==> src/sv/multi_channel_soft_timer_bank_top_defines.svh <==
// ---------------------------------------------------------------------------
// Timer bank assertion macros
// Concurrent assertion wrappers, empty under synthesis.
// ---------------------------------------------------------------------------
`ifndef MULTI_CHANNEL_SOFT_TIMER_BANK_TOP_DEFINES_SVH
`define MULTI_CHANNEL_SOFT_TIMER_BANK_TOP_DEFINES_SVH

`ifndef SYNTHESIS
`define MCTB_ASSERT(lbl, clk, rst_n, prop) \
  lbl: assert property (@(posedge clk) disable iff (!rst_n) prop) \
    else $error("mctb assertion failed");
`define MCTB_ASSERT_ALWAYS(lbl, clk, prop) \
  lbl: assert property (@(posedge clk) prop) \
    else $error("mctb assertion failed");
`else
`define MCTB_ASSERT(lbl, clk, rst_n, prop)
`define MCTB_ASSERT_ALWAYS(lbl, clk, prop)
`endif

`endif

==> src/sv/mctb_pkg.sv <==
// ---------------------------------------------------------------------------
// Timer bank package
// Shared types, constants and wrap-safe time compare.
// ---------------------------------------------------------------------------
`default_nettype none

package mctb_pkg;

  localparam int NUM_CHANNELS = 16;
  localparam int ChW          = 6;
  localparam int TimeW        = 32;
  localparam int ChIdxW       = (NUM_CHANNELS > 1) ? $clog2(NUM_CHANNELS) : 1;

  typedef enum logic [1:0] {
    CMD_REGISTER = 2'd0,
    CMD_START    = 2'd1,
    CMD_STOP     = 2'd2,
    CMD_TICK     = 2'd3
  } mctb_cmd_e;

  typedef enum logic [1:0] {
    ST_IDLE,
    ST_SCAN,
    ST_SUMM
  } mctb_state_e;

  typedef struct packed {
    logic exec;
    logic tick_start;
    logic scan;
    logic summ;
  } mctb_ctl_t;

  typedef struct packed {
    logic is_tick;
    logic scan_last;
  } mctb_sts_t;

  // a has reached b when (a - b) mod 2^32 is below 2^31
  function automatic logic reached(logic [TimeW-1:0] a, logic [TimeW-1:0] b);
    logic [TimeW-1:0] diff;
    diff = a - b;
    return ~diff[TimeW-1];
  endfunction

endpackage

`default_nettype wire

==> src/sv/multi_channel_soft_timer_bank_top.sv <==
// Register, start and stop: accepted while idle, result in the next cycle, no busy.
// Tick: busy for the scan, one channel per cycle, and for the deadline commit.
// Fired results follow the scan one per cycle; the summary comes last.
// The receiver cannot stall. Asynchronous active-low reset clears tick count,
// deadline, registered and armed flags; channel tables hold until written.
// ---------------------------------------------------------------------------
// Timer bank top level
// Bank of periodic and one-shot timer channels with a tick-driven scan.
// ---------------------------------------------------------------------------
`default_nettype none

`include "multi_channel_soft_timer_bank_top_defines.svh"

module multi_channel_soft_timer_bank_top
  import mctb_pkg::*;
(
  input  wire logic             clk_i,
  input  wire logic             rst_ni,
  input  wire logic             start,
  output logic                  busy,
  input  wire logic [1:0]       cmd_i,
  input  wire logic [ChW-1:0]   channel_i,
  input  wire logic [TimeW-1:0] period_i,
  input  wire logic             repeat_req_i,
  output logic                  result_valid_o,
  output logic                  status_o,
  output logic                  fired_o,
  output logic [ChW-1:0]        fired_channel_o,
  output logic [TimeW-1:0]      earliest_deadline_o,
  output logic                  any_armed_o,
  output logic                  last_o
);

  mctb_ctl_t ctl;
  mctb_sts_t sts;

  mctb_ctrl u_ctrl (
    .clk_i  (clk_i),
    .rst_ni (rst_ni),
    .start  (start),
    .sts_i  (sts),
    .busy   (busy),
    .ctl_o  (ctl)
  );

  mctb_datapath u_datapath (
    .clk_i               (clk_i),
    .rst_ni              (rst_ni),
    .ctl_i               (ctl),
    .sts_o               (sts),
    .cmd_i               (cmd_i),
    .channel_i           (channel_i),
    .period_i            (period_i),
    .repeat_req_i        (repeat_req_i),
    .result_valid_o      (result_valid_o),
    .status_o            (status_o),
    .fired_o             (fired_o),
    .fired_channel_o     (fired_channel_o),
    .earliest_deadline_o (earliest_deadline_o),
    .any_armed_o         (any_armed_o),
    .last_o              (last_o)
  );

  `MCTB_ASSERT_ALWAYS(a_fired_not_last, clk_i, (result_valid_o && fired_o) |-> (!last_o && !status_o))
  `MCTB_ASSERT(a_cmd_single_result, clk_i, rst_ni, (start && !busy && cmd_i != CMD_TICK) |=> (result_valid_o && last_o))
  `MCTB_ASSERT(a_tick_ends_summary, clk_i, rst_ni, $fell(busy) |-> (result_valid_o && last_o && !fired_o))

endmodule

`default_nettype wire

==> src/sv/mctb_ctrl.sv <==
// ---------------------------------------------------------------------------
// Timer bank controller
// Sequences register, start and stop commands and the per-channel tick scan.
// ---------------------------------------------------------------------------
`default_nettype none

module mctb_ctrl
  import mctb_pkg::*;
(
  input  wire logic      clk_i,
  input  wire logic      rst_ni,
  input  wire logic      start,
  input  wire mctb_sts_t sts_i,
  output logic           busy,
  output mctb_ctl_t      ctl_o
);

  mctb_state_e state_q, state_d;

  always_ff @(posedge clk_i or negedge rst_ni) begin
    if (!rst_ni) begin
      state_q <= ST_IDLE;
    end else begin
      state_q <= state_d;
    end
  end

  always_comb begin
    state_d = state_q;
    ctl_o   = '0;
    busy    = 1'b1;
    case (state_q)
      ST_IDLE: begin
        busy = 1'b0;
        if (start) begin
          if (sts_i.is_tick) begin
            ctl_o.tick_start = 1'b1;
            state_d          = ST_SCAN;
          end else begin
            ctl_o.exec = 1'b1;
          end
        end
      end
      ST_SCAN: begin
        ctl_o.scan = 1'b1;
        if (sts_i.scan_last) begin
          state_d = ST_SUMM;
        end
      end
      ST_SUMM: begin
        ctl_o.summ = 1'b1;
        state_d    = ST_IDLE;
      end
      default: begin
        state_d = ST_IDLE;
      end
    endcase
  end

endmodule

`default_nettype wire

==> src/sv/mctb_datapath.sv <==
// ---------------------------------------------------------------------------
// Timer bank datapath
// Channel tables, tick counter, deadline tracking and result register.
// ---------------------------------------------------------------------------
`default_nettype none

module mctb_datapath
  import mctb_pkg::*;
(
  input  wire logic             clk_i,
  input  wire logic             rst_ni,
  input  wire mctb_ctl_t        ctl_i,
  output mctb_sts_t             sts_o,
  input  wire logic [1:0]       cmd_i,
  input  wire logic [ChW-1:0]   channel_i,
  input  wire logic [TimeW-1:0] period_i,
  input  wire logic             repeat_req_i,
  output logic                  result_valid_o,
  output logic                  status_o,
  output logic                  fired_o,
  output logic [ChW-1:0]        fired_channel_o,
  output logic [TimeW-1:0]      earliest_deadline_o,
  output logic                  any_armed_o,
  output logic                  last_o
);

  logic [TimeW-1:0] period_q [NUM_CHANNELS];
  logic [TimeW-1:0] expiry_q [NUM_CHANNELS];
  logic [NUM_CHANNELS-1:0] periodic_q;

  logic [NUM_CHANNELS-1:0] registered_q, registered_d;
  logic [NUM_CHANNELS-1:0] armed_q, armed_d;
  logic [TimeW-1:0]        tick_q, tick_d;
  logic [TimeW-1:0]        next_dl_q, next_dl_d;
  logic [ChIdxW-1:0]       scan_q, scan_d;
  logic [TimeW-1:0]        cand_q, cand_d;
  logic                    found_q, found_d;

  logic           valid_q, valid_d;
  logic           status_q, status_d;
  logic           fired_q, fired_d;
  logic [ChW-1:0] fchan_q, fchan_d;
  logic           last_q, last_d;

  logic              ch_ok;
  logic [ChIdxW-1:0] ch_idx, rd_idx;
  logic [TimeW-1:0]  rd_period, rd_exp, sum;
  logic              rd_periodic;
  logic              per_we, exp_we;
  logic [TimeW-1:0]  exp_wdata;
  logic              hit, keep;
  logic [TimeW-1:0]  exp_after;

  assign ch_ok       = channel_i < ChW'(NUM_CHANNELS);
  assign ch_idx      = channel_i[ChIdxW-1:0];
  assign rd_idx      = ctl_i.scan ? scan_q : ch_idx;
  assign rd_period   = period_q[rd_idx];
  assign rd_exp      = expiry_q[rd_idx];
  assign rd_periodic = periodic_q[rd_idx];
  assign sum         = tick_q + rd_period;

  assign hit       = armed_q[scan_q] & reached(tick_q, rd_exp);
  assign keep      = armed_q[scan_q] & ~(hit & ~rd_periodic);
  assign exp_after = (hit && rd_periodic) ? sum : rd_exp;

  assign sts_o.is_tick   = (mctb_cmd_e'(cmd_i) == CMD_TICK);
  assign sts_o.scan_last = (scan_q == ChIdxW'(NUM_CHANNELS - 1));

  always_comb begin
    registered_d = registered_q;
    armed_d      = armed_q;
    tick_d       = tick_q;
    next_dl_d    = next_dl_q;
    scan_d       = scan_q;
    cand_d       = cand_q;
    found_d      = found_q;
    valid_d      = 1'b0;
    status_d     = 1'b0;
    fired_d      = 1'b0;
    fchan_d      = '0;
    last_d       = 1'b0;
    per_we       = 1'b0;
    exp_we       = 1'b0;
    exp_wdata    = sum;

    if (ctl_i.exec) begin
      valid_d = 1'b1;
      last_d  = 1'b1;
      case (mctb_cmd_e'(cmd_i))
        CMD_REGISTER: begin
          if (!ch_ok || period_i == '0 || registered_q[ch_idx]) begin
            status_d = 1'b1;
          end else begin
            registered_d[ch_idx] = 1'b1;
            per_we               = 1'b1;
            exp_we               = 1'b1;
            exp_wdata            = '0;
          end
        end
        CMD_START: begin
          if (!ch_ok || !registered_q[ch_idx]) begin
            status_d = 1'b1;
          end else begin
            exp_we          = 1'b1;
            armed_d[ch_idx] = 1'b1;
            if (!(|armed_q) || reached(next_dl_q, sum)) begin
              next_dl_d = sum;
            end
          end
        end
        CMD_STOP: begin
          if (!ch_ok || !registered_q[ch_idx]) begin
            status_d = 1'b1;
          end else begin
            armed_d[ch_idx] = 1'b0;
          end
        end
        default: begin
          valid_d = 1'b0;
          last_d  = 1'b0;
        end
      endcase
    end

    if (ctl_i.tick_start) begin
      tick_d  = tick_q + 1'b1;
      scan_d  = '0;
      found_d = 1'b0;
    end

    if (ctl_i.scan) begin
      scan_d = scan_q + 1'b1;
      if (hit) begin
        if (rd_periodic) begin
          exp_we = 1'b1;
        end else begin
          armed_d[scan_q] = 1'b0;
        end
        valid_d = 1'b1;
        fired_d = 1'b1;
        fchan_d = ChW'(scan_q);
      end
      if (keep && (!found_q || reached(cand_q, exp_after))) begin
        cand_d  = exp_after;
        found_d = 1'b1;
      end
    end

    if (ctl_i.summ) begin
      if (found_q) begin
        next_dl_d = cand_q;
      end
      valid_d = 1'b1;
      last_d  = 1'b1;
    end
  end

  always_ff @(posedge clk_i or negedge rst_ni) begin
    if (!rst_ni) begin
      registered_q <= '0;
      armed_q      <= '0;
      tick_q       <= '0;
      next_dl_q    <= '0;
      scan_q       <= '0;
      found_q      <= 1'b0;
      valid_q      <= 1'b0;
    end else begin
      registered_q <= registered_d;
      armed_q      <= armed_d;
      tick_q       <= tick_d;
      next_dl_q    <= next_dl_d;
      scan_q       <= scan_d;
      found_q      <= found_d;
      valid_q      <= valid_d;
    end
  end

  always_ff @(posedge clk_i) begin
    cand_q   <= cand_d;
    status_q <= status_d;
    fired_q  <= fired_d;
    fchan_q  <= fchan_d;
    last_q   <= last_d;
    if (per_we) begin
      period_q[rd_idx]   <= period_i;
      periodic_q[rd_idx] <= repeat_req_i;
    end
    if (exp_we) begin
      expiry_q[rd_idx] <= exp_wdata;
    end
  end

  assign result_valid_o      = valid_q;
  assign status_o            = status_q;
  assign fired_o             = fired_q;
  assign fired_channel_o     = fchan_q;
  assign last_o              = last_q;
  assign earliest_deadline_o = next_dl_q;
  assign any_armed_o         = |armed_q;

endmodule

`default_nettype wire
==> config.mk <==
export PLATFORM = sky130hd
export DESIGN_NAME = multi_channel_soft_timer_bank_top
export DESIGN_NICKNAME = d
export VERILOG_FILES = /design/src/sv/mctb_pkg.sv /design/src/sv/multi_channel_soft_timer_bank_top.sv /design/src/sv/mctb_ctrl.sv /design/src/sv/mctb_datapath.sv
export VERILOG_INCLUDE_DIRS = /design/src /design/src/sv
export SDC_FILE = /design/constraint.sdc
export NUM_CORES = 2
export LEC_CHECK = 0
export BUFFER_PORTS_ARGS = -buffer_cell sky130_fd_sc_hd__buf_4
export CORE_ASPECT_RATIO = 1.1
export CORE_MARGIN = 4
export CORE_UTILIZATION = 55
export CTS_BUF_LIST = sky130_fd_sc_hd__clkbuf_16
export DETAILED_ROUTE_END_ITERATION = 10
export PLACE_DENSITY = 0.71
export SYNTH_ARGS = -nofsm -noshare
export SYNTH_HDL_FRONTEND = slang
export SYNTH_HIERARCHICAL = 1
export SYNTH_SLANG_ARGS = --single-unit
==> constraint.sdc <==
create_clock -name clk_i -period 10 [get_ports clk_i]
set_clock_uncertainty 0.05 [all_clocks]
set_input_delay 0.5 -clock clk_i [delete_from_list [all_inputs] [get_ports clk_i]]
set_output_delay 0.5 -clock clk_i [all_outputs]
set_load 0.03 [all_outputs]
==> results.yml <==
outcome:
  status: "finished clean"
die:
  start_util: 0.557
  core-area_um2: 89800
  die_w_um: 296
  die_h_um: 324
  ios: 88
  rows: 115
  dieArea_um2: 95900
cells_and_area:
  seqCellArea_um2: 34900
  area_delta_synth_final_pct: 12.1
  layout.nets: 3204
  nFillCells: 6242
  final_layout_size_suffix_gt1_frac: 0.211
  fin_cells: 4293
  mostFrequentLayoutCells: "edfxtp_1, mux4_2, nor2_1"
  multiInputGateArea_um2: 14500
  layout_commonest_cell: "edfxtp_1"
  post-route-util: 0.624
timing:
  setup_violations: 0
  setup_tns_ps: 0
  slew_viol_final: 0
  finalWorstSetupSlack_ps: 824
  hold_viol: 0
  final.min_clock_period_ps: 9180
  rsz0062_at_grt: "false"
  timing.final.crit_share: 0.918
  worst_pin_slew_ps: 1250
  relSlewSlack: 0.163
  max_freq_mhz: 109
placement:
  dp_hpwl_mm: 78.7
  dp_worst_setup_slack_ps: 492
  place_congestion: 0.915
  port_buffers: 85
  dp.cells: 4085
drt:
  wl_mm: 129
  first_pass_iters: 8
  antenna_left: 0
  wl_per_cell_um: 30.0
  route.vias.total: 28500
  drt_first_iter_violations: 3449
  vias_per_cell: 6.63
  drc: 0
worst_setup_path:
  crit_path_max_fanout: 81
  crit_path_frequent_cell: "a21oi_1"
  cpPeakStageDelay_ps: 730
  worstSetupStartpoint: "u_ctrl/state_q[1]$_DFFE_PN0P_"
  cp-end-kind: "flop"
  r2r-end: "u_datapath/earliest_deadline_o[25]$_DFF_PN0_"
  worstSetupPathType: "flop to flop"
  critPathArrivalTime_ps: 9730
  reg2reg_slack_ps: 820
  r2r_start: "u_ctrl/state_q[1]$_DFFE_PN0P_"
  critPathCapture: "u_datapath/earliest_deadline_o[25]$_DFF_PN0_"
  start_kind: "flop"
  crit_required_ps: 10550
  reg2reg_depth: 30
  slowest_stage: "buf_4"
global_route:
  overflow: 0
  grt_max_degree: 88
  grt_pass1_vias: 28700
  antenna_found_initial: 1
  grt_pass1_wl_mm: 189
  track_usage: 0.268
synthesis:
  yosys_warnings: 6
  yosys.cell_types.count: 85
  synthAdderAreaFrac: 0.0327
  ys_seq_elements: 1183
  ys_seq_area_frac: 0.698
  synthFlopType: "edfxtp_1"
  syn_area_per_cell_um2: 17.3
  synth_compound_area_frac: 0.0704
  synth-xor-area-share: 0.0125
  synth_edf_count: 1072
  netlist_area_um2: 50000
  synth-simple-area-share: 0.0469
  synthMuxAreaShare: 0.121
  synthCells: 2893
  synth-async-reset-ratio: 0.0879
  synth_top_family_by_area: "multiplexers"
clock_tree:
  insertion_delay_ps: 690
  cts_tree: "yes"
  cts_root_buf: "clkbuf_16"
  clockBufferDepth: 3
  htree_levels: 3
  numCtsBuffers: 110
  cts.sinks: 1183
  post_cts_buffers: 0
  path_clk_slew_ps: 60
flow_run:
  drv_cap: 0
power:
  leakagePower_nw: 19.4
  finalPower_mw: 17.4
  power_per_cell_area_nw_per_um2: 310
  irDropWorstVdd_uv: 266
worst_hold_path:
  hold_path_class: "input pin to flop"
  worstHoldStart: "period_i[10]"
-- sequential cells by signal, summed over array words and instances (netlist names), 2 cells and up --
signal / count
u_datapath/period_q: 512
u_datapath/cand_q: 32
u_ctrl/state_q: 2
u_datapath/tick_q: 32
u_datapath/scan_q: 4
u_datapath/expiry_q: 512
u_datapath/armed_q: 16
u_datapath/earliest_deadline_o: 32
u_datapath/registered_q: 16
u_datapath/periodic_q: 16
u_datapath/fired_channel_o: 4
-- area by class of cell --
cell class | count | share of cell area
Sequential cell | 1183 | 0.623
Multi-Input combinational cell | 1485 | 0.259
Clock buffer | 112 | 0.0500
Tap cell | 1170 | 0.0261
Timing Repair Buffer | 162 | 0.0234
Clock inverter | 92 | 0.0125
Inverter | 88 | 0.00589
Antenna cell | 1 | 0.0000446
-- metal layers --
layer / share of wire / wire length [µm] / global-route usage / vias to the layer above
li1: - / - / - / 12000
met1: 0.39 / 49700 / 0.378 / 14800
met2: 0.49 / 63000 / 0.433 / 1469
met3: 0.091 / 11700 / 0.0445 / 232
met4: 0.034 / 4330 / 0.0886 / 0
met5: 0 / 0 / 0 / -
-- where the power goes --
| group | switching (mW) | total (mW) | internal [mW] |
|---|---|---|---|
| combinational | 4.40 | 6.77 | 2.38 |
| sequential | 0.120 | 6.52 | 6.40 |
| clock | 1.81 | 4.07 | 2.26 |
| total | 6.32 | 17.4 | 11.0 |
-- worst min-delay path by stage --
| stage | end | cells past startpoint | slack, ps |
|---|---|---|---|
| finish | u_datapath/period_q[15][10]$_DFFE_PP_ | 1 | 70 |
| global route | u_datapath/period_q[10][8]$_DFFE_PP_ | 1 | 60 |
| CTS | u_datapath/periodic_q[9]$_DFFE_PP_ | 1 | 30 |
| detailed placement | u_datapath/registered_q[12]$_DFFE_PN0P_ | 1 | 410 |
| global placement | u_datapath/registered_q[14]$_DFFE_PN0P_ | 1 | 390 |
| floorplan | u_ctrl/state_q[0]$_DFFE_PN0P_ | 0 | 150 |
-- repair_timing --
item	CTS	global route
hold endpoints to repair	36	0
resized for setup	0	2
hold buffers	1	0
setup endpoints to repair	0	64
-- worst max-delay path, delay by kind of cell, from the launching register on --
kind,cells,cell delay (ps)
xor gates and xnor gates,3,1160
adders and majority gates,2,690
muxes,2,840
DFF,1,490
buffers and inverters,2,1130
and+or+nand+nor,9,1660
AOI/OAI and AO/OA,12,2890
-- cells by family after synthesis --
family | Yosys count
flops | 1183
fa+ha+maj | 130
xor+xnor | 67
simple gates | 501
other cells | 1
compound gates | 512
mux | 271
buf+inv | 228
-- synthesized netlist by cell type (30+ instances only) --
library cell	instances	area share
mux4_2	259	0.12
buf_1	36	0.0027
inv_1	83	0.0062
xnor2_1	30	0.0053
o22ai_1	77	0.0096
xor2_1	33	0.0058
clkbuf_1	75	0.0056
a22oi_1	54	0.0081
o21ai_0	38	0.0038
nor2_1	186	0.014
ha_1	129	0.032
a21oi_1	111	0.011
nand2_1	131	0.0098
a311oi_1	43	0.0075
dfrtp_1	104	0.052
a21o_1	45	0.0068
edfxtp_1	1072	0.64
-- metrics by stage --
step | area [µm²] | hold WS, ps
after floorplan | 50000 | 154
after global placement | 52500 | 388
after detailed placement | 52500 | 410
after CTS | 56000 | 26.8
after global routing | 56100 | 59.2
final | 56100 | 70.3
(Power assumes the default switching activity.)
